===== src/cdq_pkg.sv =====
`default_nettype none

package cdq_pkg;

    // Command codes
    localparam logic [2:0] CMD_PUSH_FRONT = 3'd0;
    localparam logic [2:0] CMD_PUSH_REAR  = 3'd1;
    localparam logic [2:0] CMD_POP_FRONT  = 3'd2;
    localparam logic [2:0] CMD_POP_REAR   = 3'd3;
    localparam logic [2:0] CMD_REPORT     = 3'd4;

    // Status codes
    localparam logic [1:0] STAT_DONE  = 2'd0;
    localparam logic [1:0] STAT_FULL  = 2'd1;
    localparam logic [1:0] STAT_EMPTY = 2'd2;

    // Word reported for an end of an empty deque
    localparam logic signed [31:0] EMPTY_WORD = -32'sd1;

    typedef struct packed {
        logic [2:0]         cmd;
        logic signed [31:0] value;
    } in_item_t;

    typedef struct packed {
        logic [1:0]         status;
        logic signed [31:0] front_value;
        logic signed [31:0] rear_value;
        logic               is_empty;
        logic               is_full;
        logic [3:0]         fill_count;
    } out_item_t;

    typedef enum logic [0:0] {
        ST_IDLE,
        ST_READ
    } state_t;

endpackage

`default_nettype wire


===== src/circular_deque.sv =====
// Channel  Signals                          Payload
// -------  -------------------------------  ---------------------------------
// input    in_valid / in_ready / in_data    cmd, value
// output   out_valid / out_ready / out_data status, front/rear word, flags, count
//
// Push, no-op, rejected commands and pops that leave at most one entry load
// the result on acceptance; other pops first read the new end word in ST_READ.
// In ST_IDLE, items are taken while the result register is empty or draining.
// Reset (rst_n, async low) empties the deque; the RAM itself is not cleared.
`default_nettype none

module circular_deque import cdq_pkg::*; #(
    parameter int DEPTH = 8
) (
    input  wire logic      clk,
    input  wire logic      rst_n,
    input  wire logic      in_valid,
    output logic           in_ready,
    input  wire in_item_t  in_data,
    output logic           out_valid,
    input  wire logic      out_ready,
    output out_item_t      out_data
);

    localparam int AW = $clog2(DEPTH);

    logic          out_valid_reg;
    out_item_t     out_data_reg;
    logic          out_free;
    logic          res_load;
    out_item_t     res_data;
    logic          wr_en;
    logic [AW-1:0] wr_addr;
    logic [31:0]   wr_data;
    logic          rd_en;
    logic [AW-1:0] rd_addr;
    logic [31:0]   rd_data;

    assign out_free  = !out_valid_reg || out_ready;
    assign out_valid = out_valid_reg;
    assign out_data  = out_data_reg;

    cdq_ctrl #(
        .DEPTH (DEPTH)
    ) u_ctrl (
        .clk      (clk),
        .rst_n    (rst_n),
        .in_valid (in_valid),
        .in_ready (in_ready),
        .in_data  (in_data),
        .out_free (out_free),
        .res_load (res_load),
        .res_data (res_data),
        .wr_en    (wr_en),
        .wr_addr  (wr_addr),
        .wr_data  (wr_data),
        .rd_en    (rd_en),
        .rd_addr  (rd_addr),
        .rd_data  (rd_data)
    );

    cdq_ram #(
        .WIDTH (32),
        .DEPTH (DEPTH)
    ) u_ring (
        .clk     (clk),
        .wr_en   (wr_en),
        .wr_addr (wr_addr),
        .wr_data (wr_data),
        .rd_en   (rd_en),
        .rd_addr (rd_addr),
        .rd_data (rd_data)
    );

    // Hold the result until the consumer takes it
    always_ff @(posedge clk or negedge rst_n)
    begin
        if (!rst_n)
        begin
            out_valid_reg <= 1'b0;
        end
        else if (res_load)
        begin
            out_valid_reg <= 1'b1;
        end
        else if (out_ready)
        begin
            out_valid_reg <= 1'b0;
        end
    end

    always_ff @(posedge clk)
    begin
        if (res_load)
        begin
            out_data_reg <= res_data;
        end
    end

`ifndef SYNTHESIS
    a_no_overwrite: assert property (@(posedge clk) disable iff (!rst_n)
        (out_valid && !out_ready) |-> !res_load)
        else $error("result overwritten before it was taken");

    a_one_result_per_item: assert property (@(posedge clk) disable iff (!rst_n)
        res_load |-> out_free)
        else $error("result loaded into a busy slot");

    a_stall_holds: assert property (@(posedge clk) disable iff (!rst_n)
        (out_valid && !out_ready) |=> (out_valid && $stable(out_data)))
        else $error("stalled result changed");
`endif

endmodule

`default_nettype wire


===== src/cdq_ram.sv =====
`default_nettype none

module cdq_ram #(
    parameter int WIDTH = 32,
    parameter int DEPTH = 8
) (
    input  wire logic                     clk,
    input  wire logic                     wr_en,
    input  wire logic [$clog2(DEPTH)-1:0] wr_addr,
    input  wire logic [WIDTH-1:0]         wr_data,
    input  wire logic                     rd_en,
    input  wire logic [$clog2(DEPTH)-1:0] rd_addr,
    output logic      [WIDTH-1:0]         rd_data
);

    logic [WIDTH-1:0] mem [DEPTH];

    // Write port
    always_ff @(posedge clk)
    begin
        if (wr_en)
        begin
            mem[wr_addr] <= wr_data;
        end
    end

    // Registered read port
    always_ff @(posedge clk)
    begin
        if (rd_en)
        begin
            rd_data <= mem[rd_addr];
        end
    end

endmodule

`default_nettype wire


===== src/cdq_ctrl.sv =====
`default_nettype none

module cdq_ctrl import cdq_pkg::*; #(
    parameter int DEPTH = 8
) (
    input  wire logic                     clk,
    input  wire logic                     rst_n,
    input  wire logic                     in_valid,
    output logic                          in_ready,
    input  wire in_item_t                 in_data,
    input  wire logic                     out_free,
    output logic                          res_load,
    output out_item_t                     res_data,
    output logic                          wr_en,
    output logic [$clog2(DEPTH)-1:0]      wr_addr,
    output logic [31:0]                   wr_data,
    output logic                          rd_en,
    output logic [$clog2(DEPTH)-1:0]      rd_addr,
    input  wire logic [31:0]              rd_data
);

    localparam int AW = $clog2(DEPTH);
    localparam int CW = $clog2(DEPTH + 1);
    localparam logic [AW-1:0] LAST_IDX = AW'(DEPTH - 1);
    localparam logic [CW-1:0] FULL_CNT = CW'(DEPTH);

    state_t             state_reg, state_next;
    logic [AW-1:0]      head_reg, head_next;
    logic [AW-1:0]      tail_reg, tail_next;
    logic [CW-1:0]      count_reg, count_next;
    logic signed [31:0] front_reg, front_next;
    logic signed [31:0] rear_reg, rear_next;
    logic               fetch_front_reg, fetch_front_next;

    logic               accept;
    logic               empty_now;
    logic               full_now;
    logic [AW-1:0]      head_inc, head_dec, tail_inc, tail_dec;
    logic [1:0]         status;

    assign empty_now = (count_reg == '0);
    assign full_now  = (count_reg == FULL_CNT);
    assign head_inc  = (head_reg == LAST_IDX) ? '0 : head_reg + AW'(1);
    assign head_dec  = (head_reg == '0) ? LAST_IDX : head_reg - AW'(1);
    assign tail_inc  = (tail_reg == LAST_IDX) ? '0 : tail_reg + AW'(1);
    assign tail_dec  = (tail_reg == '0) ? LAST_IDX : tail_reg - AW'(1);

    // Hold state and end-word caches
    always_ff @(posedge clk or negedge rst_n)
    begin
        if (!rst_n)
        begin
            state_reg       <= ST_IDLE;
            head_reg        <= '0;
            tail_reg        <= '0;
            count_reg       <= '0;
            fetch_front_reg <= 1'b0;
        end
        else
        begin
            state_reg       <= state_next;
            head_reg        <= head_next;
            tail_reg        <= tail_next;
            count_reg       <= count_next;
            fetch_front_reg <= fetch_front_next;
        end
    end

    always_ff @(posedge clk)
    begin
        front_reg <= front_next;
        rear_reg  <= rear_next;
    end

    // Decode command, update indices, drive memory
    always_comb
    begin
        state_next       = state_reg;
        head_next        = head_reg;
        tail_next        = tail_reg;
        count_next       = count_reg;
        front_next       = front_reg;
        rear_next        = rear_reg;
        fetch_front_next = fetch_front_reg;
        status           = STAT_DONE;
        wr_en            = 1'b0;
        wr_addr          = '0;
        wr_data          = in_data.value;
        rd_en            = 1'b0;
        rd_addr          = '0;
        res_load         = 1'b0;
        in_ready         = 1'b0;
        accept           = 1'b0;

        case (state_reg)
            ST_IDLE:
            begin
                in_ready = out_free;
                accept   = in_valid && out_free;
                if (accept)
                begin
                    res_load = 1'b1;
                    case (in_data.cmd)
                        CMD_PUSH_FRONT, CMD_PUSH_REAR:
                        begin
                            if (full_now)
                            begin
                                status = STAT_FULL;
                            end
                            else
                            begin
                                wr_en      = 1'b1;
                                count_next = count_reg + CW'(1);
                                if (empty_now)
                                begin
                                    head_next  = '0;
                                    tail_next  = '0;
                                    wr_addr    = '0;
                                    front_next = in_data.value;
                                    rear_next  = in_data.value;
                                end
                                else if (in_data.cmd == CMD_PUSH_FRONT)
                                begin
                                    head_next  = head_dec;
                                    wr_addr    = head_dec;
                                    front_next = in_data.value;
                                end
                                else
                                begin
                                    tail_next = tail_inc;
                                    wr_addr   = tail_inc;
                                    rear_next = in_data.value;
                                end
                            end
                        end
                        CMD_POP_FRONT, CMD_POP_REAR:
                        begin
                            if (empty_now)
                            begin
                                status = STAT_EMPTY;
                            end
                            else
                            begin
                                count_next = count_reg - CW'(1);
                                if (count_reg == CW'(1))
                                begin
                                    head_next = '0;
                                    tail_next = '0;
                                end
                                else if (in_data.cmd == CMD_POP_FRONT)
                                begin
                                    head_next = head_inc;
                                    if (count_reg == CW'(2))
                                    begin
                                        front_next = rear_reg;
                                    end
                                    else
                                    begin
                                        // Fetch the new front word
                                        rd_en            = 1'b1;
                                        rd_addr          = head_inc;
                                        fetch_front_next = 1'b1;
                                        res_load         = 1'b0;
                                        state_next       = ST_READ;
                                    end
                                end
                                else
                                begin
                                    tail_next = tail_dec;
                                    if (count_reg == CW'(2))
                                    begin
                                        rear_next = front_reg;
                                    end
                                    else
                                    begin
                                        // Fetch the new rear word
                                        rd_en            = 1'b1;
                                        rd_addr          = tail_dec;
                                        fetch_front_next = 1'b0;
                                        res_load         = 1'b0;
                                        state_next       = ST_READ;
                                    end
                                end
                            end
                        end
                        default:
                        begin
                            status = STAT_DONE;
                        end
                    endcase
                end
            end
            ST_READ:
            begin
                // Take the word from memory into the matching cache
                res_load = 1'b1;
                if (fetch_front_reg)
                begin
                    front_next = rd_data;
                end
                else
                begin
                    rear_next = rd_data;
                end
                state_next = ST_IDLE;
            end
            default:
            begin
                state_next = ST_IDLE;
            end
        endcase

        // Build the result from the updated state
        res_data.status      = status;
        res_data.is_empty    = (count_next == '0);
        res_data.is_full     = (count_next == FULL_CNT);
        res_data.fill_count  = 4'(count_next);
        res_data.front_value = (count_next == '0) ? EMPTY_WORD : front_next;
        res_data.rear_value  = (count_next == '0) ? EMPTY_WORD : rear_next;
    end

`ifndef SYNTHESIS
    a_count_range: assert property (@(posedge clk) disable iff (!rst_n)
        count_reg <= FULL_CNT)
        else $error("entry count above depth");

    a_read_one_cycle: assert property (@(posedge clk) disable iff (!rst_n)
        (state_reg == ST_READ) |=> (state_reg == ST_IDLE))
        else $error("memory fetch took more than one cycle");

    a_empty_indices: assert property (@(posedge clk) disable iff (!rst_n)
        (count_reg == '0) |-> (head_reg == '0 && tail_reg == '0))
        else $error("indices not parked while empty");

    a_slot_free_on_fetch: assert property (@(posedge clk) disable iff (!rst_n)
        (state_reg == ST_READ) |-> out_free)
        else $error("result slot busy when fetched word arrives");
`endif

endmodule

`default_nettype wire


===== config.mk =====
export PLATFORM = sky130hd
export DESIGN_NAME = circular_deque
export DESIGN_NICKNAME = d
export VERILOG_FILES = /design/src/cdq_pkg.sv /design/src/circular_deque.sv /design/src/cdq_ram.sv /design/src/cdq_ctrl.sv
export SDC_FILE = /design/constraint.sdc
export NUM_CORES = 1
export LEC_CHECK = 0
export BUFFER_PORTS_ARGS = -buffer_cell sky130_fd_sc_hd__buf_2
export CORE_UTILIZATION = 45
export CTS_CLUSTER_DIAMETER = 100
export DETAILED_ROUTE_END_ITERATION = 6
export PLACE_DENSITY = 0.69
export SYNTH_ARGS = -nofsm -noshare
export SYNTH_HDL_FRONTEND = slang
export SYNTH_SLANG_ARGS = --single-unit
export TNS_END_PERCENT = 10

===== constraint.sdc =====
create_clock -name clk -period 7.3 [get_ports clk]
set_input_delay 1.46 -clock clk [delete_from_list [all_inputs] [get_ports clk]]
set_output_delay 1.46 -clock clk [all_outputs]
set_load 0.05 [all_outputs]

# Word-level counts from Yosys, hierarchy flattened
# Memory sizes are Yosys's and may differ from the RTL's. A register that Yosys moved wholly into a read port is not among the register bits.
# Cells that the tools add are included.
totals:
  out_inout_bits: 74
  word_cells: 144
  input_bits: 39
  memories: 1
  ff_bits: 149
  ram_bits: 256
op_classes:
  n_mux: 87
  bitwise_logic: 5
  reduce_logical: 16
  addsub: 6
  eq_ne: 15
memory_table:
  columns: ["name", "words", "width", "read_ports", "rd_ports_with_merged_regs", "write_ports", "line", "source"]
  rows:
  - ["u_ring.mem", 8, 32, 1, 1, 1, "cdq_ram.sv:16", "logic [WIDTH-1:0] mem [DEPTH];"]
op_table:
  columns: ["op", "count"]
  rows:
  - ["2-to-1 mux 32 bit", 18]
  - ["case mux 32 bit (2 select lines)", 4]
  - ["2-to-1 mux 3 bit", 30]
  - ["2-to-1 mux 1 bit", 24]
  - ["2-to-1 mux 4 bit", 4]
  - ["AND reduction 7 bit", 2]
  - ["case mux 3 bit (2 select lines)", 2]
  - ["logical NOT 3 bit", 3]
  - ["equality test 4 bit, second input constant", 2]
  - ["logical NOT 4 bit", 2]
  - ["case mux 4 bit (2 select lines)", 1]
  - ["adder 3 x 1 -> 3 bit, second input constant", 2]
  - ["equality test 3 x 2 -> 1 bit, second input constant", 2]
  - ["equality test 3 bit, second input constant", 2]
  - ["inequality test 3 x 1 -> 1 bit, second input constant", 2]
  - ["inequality test 3 x 2 -> 1 bit, second input constant", 2]
  - ["AND reduction 6 bit", 1]
  - ["OR reduction 2 bit", 3]
  - ["subtractor 3 x 1 -> 3 bit, second input constant", 2]
  - ["NOT 1 bit", 5]
  - ["adder 4 x 1 -> 4 bit, second input constant", 1]
  - ["equality test 4 x 1 -> 1 bit, second input constant", 1]
  - ["equality test 4 x 2 -> 1 bit, second input constant", 1]
  - ["inequality test 2 bit, second input constant", 2]
  - ["9 further kinds", 11]

# Longest topological paths before layout
# Gate-level depths: netlist (run 1).
depth:
  word_depth: 9
  depth_mapped: 11
  mapped_depth_nobuf: 9

# Cells and area by module
# A second synthesis (run 1) with hierarchy kept.
hier_totals:
  hier_cells: 1240
  area_unflattened_um2: 18928.2
by_module_without_submodules:
  columns: ["module", "cells_each", "area_each_um2", "n_inst", "seq_area_each_um2"]
  rows:
  - ["cdq_ram", 415, 10786.6, 1, 8648.3]
  - ["cdq_ctrl", 750, 5931.9, 1, 1581.5]
  - ["circular_deque", 75, 2209.6, 1, 2187.1]

# Worst setup path after synthesis (run 1)
# OpenSTA, ideal clock, no wires.
synth_timing:
  path_type: "input-to-reg"
  start: "in in_data[34] in the netlist's numbering"
  end: "mem u_ring.mem[4][0] (enable)"
  path_buffers: 3
  setup_slack_ps: 1948
  setup_ps: 461
  cell_stages: 8
  required_time_ps: 6839
  t_arrival_ps: 4891
  cell_sequence: "buf_6 -> or2_2 -> clkbuf_1 -> clkbuf_1 -> o21ai_0 -> a21oi_1 -> inv_1 -> nor3_1"
synth_via:
  elab_chain_cells: 7
  elab_cells_between_ends: 14
  classes_between: "eq/ne: 1; mux: 11; reduce/logical: 2"
synth_rtl:
  columns: ["element", "line", "source"]
  rows:
  - ["start, declared", "circular_deque.sv:19", "input wire in_item_t in_data,"]
  - ["equality test 3 x 1 -> 1 bit or logical NOT 3 bit (tied branches)", "cdq_ctrl.sv:103, cdq_ctrl.sv:122", null]
  - ["OR reduction 2 bit or 2-to-1 mux 3 bit (tied branches)", "cdq_ctrl.sv:103, cdq_ctrl.sv:122", null]
  - ["2-to-1 mux 1 bit or 2-to-1 mux 3 bit (tied branches)", "cdq_ctrl.sv:103, cdq_ctrl.sv:114", null]
  - ["2-to-1 mux 1 bit or 2-to-1 mux 3 bit (tied branches)", "cdq_ctrl.sv:100, cdq_ctrl.sv:106", null]
  - ["2-to-1 mux 1 bit or 2-to-1 mux 3 bit (tied branches)", "cdq_ctrl.sv:95, cdq_ctrl.sv:103", null]
  - ["2-to-1 mux 1 bit or 2-to-1 mux 3 bit (tied branches)", "cdq_ram.sv:21, cdq_ctrl.sv:100", null]
  - ["2-to-1 mux 1 bit (not written as such) or 2-to-1 mux 3 bit (tied branches)", "cdq_ram.sv:23, cdq_ctrl.sv:95", null]
  - ["end, declared", "cdq_ram.sv:16", null]
# Parallel ways exist; a longest one is shown, timed or not.

==> out/results.ini, run 1 <==
[power]
p_leak_nw = 8.505
p_clk_share_pct = 24.6
p_seq_share_pct = 43.2
intPower_mw = 5.368
power_switching_mw = 3.203
ir_drop_mv = 0.3055
p_per_area_nw_per_um2 = 376.5
switching_share_pct = 37.37
power_frac_comb_pct = 32.1

[timing]
worst_slew_pin_slew_ps = 1177
worst_slack_ps = 2997
holdWs_ps = 554.6
fin_skew_ps = 26.92
grt_setup_unrepaired = false
setup_viol = 0
finalHoldViolCount = 0
max_freq_mhz = 232.4
final-max-slew-violation-count = 0
max_slew_margin_pct = 21.56
finalSetupTns_ps = 0
period_needed_ps = 4303
period_share_pct = 58.95

[yosys]
syn_inst = 1623
ys_warn_count = 0
synth_edf_count = 360
syn_nets = 1674
synth_ff_type = edfxtp_1
seq_area_frac_synth_pct = 60.93
ys_types = 55
ys_ff_latch = 437
synth.avg_cell_area_um2 = 12.56
async_flop_share_pct = 2.975
synth.cell_area_um2 = 20380

[global_routing]
grtUsageTotal_pct = 20.79
grt_pass1_wl_um = 75560
grt_pass1_vias = 13140
grt_antenna_before_repair = 3
overflow = 0
grt_max_degree = 130

[placement]
port_buffers = 112
dp_cells = 2229
place_worst_setup_slack_ps = 2454
gp_congestion = 0.8831
dp_hpwl_um = 29190

[setup_path]
reg2reg_from = u_ctrl.state_reg
cp.arrival_ps = 4610
start_kind = input pin
crit_family = simple AND/OR/NAND/NOR gates
path_class = in -> reg
critPathSlowestCell = or4_2
path_cells = buf_2 > nor2_1 > and3_2 > o21ai_2 > xnor2_1 > or4_2 > inv_1 > or2_2
crit_path_end_kind = register
max_stage_delay_ps = 970
crit_buf_inv = 2
cp_data_required_time_ps = 7610
crit_fanout = 64
r2r_slack_ps = 3250
critPathLaunch = in_data[34]

[drt]
wirelength_um = 49120
drc_errors = 0
vias_per_cell = 5.901
detail_route.first_pass.iterations = 5
ant_nets = 0
drt_iter0_drc = 1272
wl_per_cell_um = 21.28
routed-via-count = 13620

[final_layout]
fin_util_pct = 51.25
largest_reg_flops = 256
synthToLayoutAreaGrowth_pct = 11.69
layout.nets = 1734
stdcell_count = 2308
layout-drive-gt1-share_pct = 17.67
fillers = 3772

[clock_tree]
clock_latency_ps = 560
cts.sinks = 437
clk_path_buf_depth = 3
ctsHoldBuffers = 0
cts_setup_buffers = 0
cts_buffers = 44
ctsResizeCount = 0
cts_tree = yes
clkTransAtPathRegs_ps = 60
cts_htree_levels = 2
root_buffer = clkbuf_16

[run]
maxCapViolCount = 0

[die]
die_h_um = 214.8
num_rows = 77
die_w_um = 214.8
num_io_pins = 113
die_area_um2 = 46140
core-area_um2 = 44410
initial_core_util_pct = 45.89

[min_path]
worstHoldPathType = reg -> reg
min_from = u_ctrl.front_reg[20]

[status]
run_status = finished, final reports clean

## placed cells by master (no fill, tap or decap), types with 4 or more instances in the layout
cell and count:
nand2_1 91, a21oi_1 46, o221ai_1 94, nand3_1 38, clkbuf_16 45, a211o_1 4
a31oi_1 69, or2_2 5, buf_4 20, a22oi_1 34, nor3_1 7, nor2_1 49
dfrtp_1 11, clkbuf_1 7, o211ai_2 39, nand2b_1 65, nor2_4 9, o311a_1 32
ha_1 12, clkinv_2 8, dfxtp_1 64, mux2_2 33, clkinv_1 11, edfxtp_1 360
o21ai_0 6, o211ai_1 57, mux2i_1 161, inv_1 173, buf_2 112
## final cells by class
cell class / instances / area, um^2 / share of cell area, %
inverter: 174 / 653.1 / 2.869
antenna: 1 / 2.502 / 0.01099
sequential: 437 / 12420 / 54.57
multi-input combinational: 892 / 6869 / 30.18
clock inverter: 25 / 157.7 / 0.6926
tap: 592 / 740.7 / 3.254
clock buffer: 53 / 1166 / 5.123
timing repair buffer: 134 / 750.7 / 3.298
## synthesized netlist by cell type, types with 4 or more instances
library cell	n	area (um^2)
o211ai_1	57	427.9
or2_2	5	31.28
nor2_1	60	225.2
nor3_1	9	45.04
inv_1	173	649.4
a22oi_1	34	255.2
mux2i_1	161	1612
dfrtp_1	13	325.3
buf_4	4	30.03
o21ai_0	7	35.03
buf_6	10	112.6
mux2_2	33	371.6
o311a_1	32	320.3
nand2b_1	65	406.6
nand2_1	92	345.3
a211o_1	4	35.03
a31oi_1	69	431.7
o211ai_2	39	488.0
buf_2	29	145.1
nand3_1	38	190.2
ha_1	12	150.1
edfxtp_1	360	10810
dfxtp_1	64	1281
buf_1	5	18.77
a21oi_1	47	235.2
o221ai_1	94	823.3
clkbuf_1	71	266.5
## cells by family after synthesis
kind of cell	after synthesis	share of synthesized area [%]
AOI/OAI and AO/OA	393	15.44
xor gates and xnor gates	2	0.08597
adders and majority gates	12	0.7367
buffers and inverters	294	6.054
DFF	437	60.93
muxes	194	9.731
and+or+nand+nor	291	7.024
## worst reg2reg max path, delay by kind of cell, from the launching register on
kind                   cells  cell delay, ps
flip-flops                 1             380
buffers and inverters      2             480
XOR/XNOR                   1             370
AND/OR/NAND/NOR            4            2390
AO/OA/AOI/OAI              1             180
## worst paths after layout
path / endpoint / cells past startpoint
worst max-delay path: out_data[69] / 8
worst max register to register: out_data[69] / 8
max in group asynchronous: u_ctrl.fetch_front_reg / 1
min in group asynchronous: u_ctrl.head_reg[0] / 1
worst min-delay path: u_ctrl.front_reg[20] / 2
worst min register to register: u_ctrl.front_reg[20] / 2
## power groups by stage
stage	clock network (mW)	logic (mW)	registers (mW)
finish	2.11	2.76	3.71
global route	2.23	2.95	3.75
CTS	2.14	2.74	3.69
detailed placement	0	2.73	3.73
global placement	0	2.66	3.72
floorplan	0	1.62	4.15
## per-stage QoR
| stage | cell area [um^2] | power (mW) |
|---|---|---|
| floorplan | 20380 | 5.767 |
| global placement | 21440 | 6.379 |
| detailed placement | 21440 | 6.466 |
| CTS | 22760 | 8.578 |
| global route | 22760 | 8.939 |
| finish | 22760 | 8.571 |
## metal layers
layer | track usage [%] | part of all wire (%)
met1 | 29.95 | 44
met2 | 32.79 | 46
met3 | 2.604 | 7.1
met4 | 6.381 | 2.0
met5 | 0 | 0.043
No activity file was read; power rests on OpenSTA's default activity.
==> run 2: changes to the inputs <==
- PLACE_DENSITY: 0.69 -> 0.71
- clock period: 7.3 -> 3.8 ns (I/O delays scaled with it)
==> run 2 against run 1 <==
Compared with the run above: via count rose by 1.2%; non-clock buffer count is 30 higher; power is 98% higher; critical path depth unchanged; highest routed layer unchanged.
==> out/results.ini, run 2 (synthesized netlist as in run 1, its figures left out) <==
[clock_tree]
cts_htree_levels = 2  ; unchanged
cts_buffers = 43  ; was 44
cts_tree = yes  ; unchanged
ctsResizeCount = 0  ; unchanged
cts_setup_buffers = 0  ; unchanged
root_buffer = clkbuf_16  ; unchanged
clock_latency_ps = 560  ; about the same
cts.sinks = 437  ; unchanged
ctsHoldBuffers = 0  ; unchanged
clk_path_buf_depth = 3  ; unchanged
clkTransAtPathRegs_ps = 60  ; about the same

[final_layout]
final_cell_mix = edfxtp_1 (360), inv_1 (173), mux2i_1 (161)  ; unchanged
seqCellArea_um2 = 12420  ; unchanged
fin_util_pct = 52.43  ; was 51.25%
synthToLayoutAreaGrowth_pct = 14.26  ; was 11.69%
multi_input_area_um2 = 6859  ; was 6869 um^2
final_common_cell = edfxtp_1  ; unchanged
layout.nets = 1763  ; was 1734
largest_reg_flops = 256  ; unchanged
layout-drive-gt1-share_pct = 19.46  ; was 17.67%
fillers = 3694  ; was 3772

[power]
intPower_mw = 10.78  ; was 5.368 mW
p_clk_share_pct = 26.0  ; was 24.6%
p_per_area_nw_per_um2 = 729.9  ; was 376.5 nW/um^2
p_seq_share_pct = 41.7  ; was 43.2%
power_frac_comb_pct = 32.3  ; was 32.1%
power_switching_mw = 6.213  ; was 3.203 mW
switching_share_pct = 36.56  ; was 37.37%
p_leak_nw = 8.776  ; was 8.505 nW
ir_drop_mv = 0.5366  ; was 0.3055 mV

[setup_path]
start_kind = register  ; was input pin
crit_fanout = 14  ; was 64
path_class = reg -> reg  ; was in -> reg
cp_data_required_time_ps = 4080  ; was 7610 ps
crit_path_end_kind = register  ; unchanged
cp.arrival_ps = 3740  ; was 4610 ps

[timing]
max_freq_mhz = 289.3
finalHoldViolCount = 0  ; unchanged
setup_viol = 0  ; unchanged
period_needed_ps = 3457
period_share_pct = 90.98
grt_setup_unrepaired = false  ; unchanged
worst_slew_pin_slew_ps = 942.1  ; was 1177 ps
fin_skew_ps = 12.87  ; was 26.92 ps
max_slew_margin_pct = 37.13  ; was 21.56%
final-max-slew-violation-count = 0  ; unchanged
holdWs_ps = 101.4  ; was 554.6 ps

[global_routing]
grtUsageTotal_pct = 21.20  ; was 20.79%
grt_antenna_before_repair = 5  ; was 3
grt_max_degree = 68  ; was 130
overflow = 0  ; unchanged
grt_pass1_wl_um = 76880  ; was 75560 um
grt_pass1_vias = 13420  ; was 13140

[run]
maxCapViolCount = 0  ; unchanged

[placement]
dp_hpwl_um = 30820  ; was 29190 um
gp_congestion = 0.8995  ; was 0.8831
port_buffers = 112  ; unchanged

[die]
core-area_um2 = 44410  ; unchanged
num_rows = 77  ; unchanged
die_area_um2 = 46140  ; unchanged
initial_core_util_pct = 45.89  ; unchanged
num_io_pins = 113  ; unchanged
die_h_um = 214.8  ; unchanged
die_w_um = 214.8  ; unchanged

[drt]
detail_route.first_pass.iterations = 5  ; unchanged
drc_errors = 0  ; unchanged
ant_nets = 0  ; unchanged
wl_per_cell_um = 21.29  ; was 21.28 um
wirelength_um = 49840  ; was 49120 um
drt_iter0_drc = 1359  ; was 1272
routed-via-count = 13790  ; was 13620
vias_per_cell = 5.889  ; was 5.901

[min_path]
worstHoldPathType = in -> async  ; was reg -> reg

[status]
run_status = finished, final reports clean  ; unchanged

==> run 2: final timing paths <==
check,start,depth (start not counted),slack [ps],endpoint
setup / recovery,u_ctrl.count_reg[0],8,340,u_ring.rd_data[2]
hold / removal,rst_n,1,100,u_ctrl.head_reg[2]
setup reg to reg,u_ctrl.count_reg[0],8,340,u_ring.rd_data[2]
hold reg to reg,u_ctrl.front_reg[17],2,550,u_ctrl.front_reg[17]
max in group asynchronous,rst_n,1,3400,u_ctrl.fetch_front_reg
min in group clk,in_data[18],1,550,u_ring.mem[7][18]
==> run 2: power by group through the flow <==
| stage | clock [mW] | combinational (mW) | sequential, mW |
|---|---|---|---|
| 2_1_floorplan | 0 | 3.12 | 7.97 |
| 3_3_place_gp | 0 | 5.32 | 7.10 |
| 3_5_place_dp | 0 | 5.45 | 7.15 |
| 5_1_grt | 4.66 | 5.89 | 7.18 |
| 4_1_cts | 4.49 | 5.48 | 7.06 |
| 6_report | 4.43 | 5.49 | 7.08 |
==> run 2: layout make-up <==
class / instances / share of cell area, %
Clock buffer: 48 / 4.793
Inverter: 174 / 2.805
Clock inverter: 32 / 1.510
Multi-Input combinational cell: 892 / 29.46
Tap cell: 592 / 3.181
Sequential cell: 437 / 53.34
Timing Repair Buffer: 164 / 4.890
Antenna cell: 2 / 0.02149
==> run 2: worst max-delay path: stages, from the launching register on <==
cell      delay, ps
dfrtp_1         460
inv_1           100
ha_1            250
or2_2           300
a211o_1         420
or2_4           390
nor2_2          770
buf_4           350
o221ai_1        140
==> run 2: per-layer routing <==
metal  up-vias  track usage (%)  part of all wire [%]
li1       6345                -                     -
met1      6784            29.84                    44
met2       565            33.61                    47
met3        86            3.114                   7.3
met4         6            7.071                   2.1
met5         -                0                 0.060
==> run 2: metrics by stage <==
| stage | instances | TNS, ps | setup slack [ps] | area [um^2] | power [mW] |
|---|---|---|---|---|---|
| floorplan | 1623 | -35020 | -729.4 | 20380 | 11.08 |
| global placement | 2259 | 0 | 376.6 | 21810 | 12.42 |
| detailed placement | 2259 | 0 | 358.3 | 21810 | 12.60 |
| CTS | 2339 | 0 | 365.8 | 23280 | 17.02 |
| global route | 2340 | 0 | 131.9 | 23280 | 17.73 |
| finish | 2341 | 0 | 342.9 | 23290 | 17.00 |
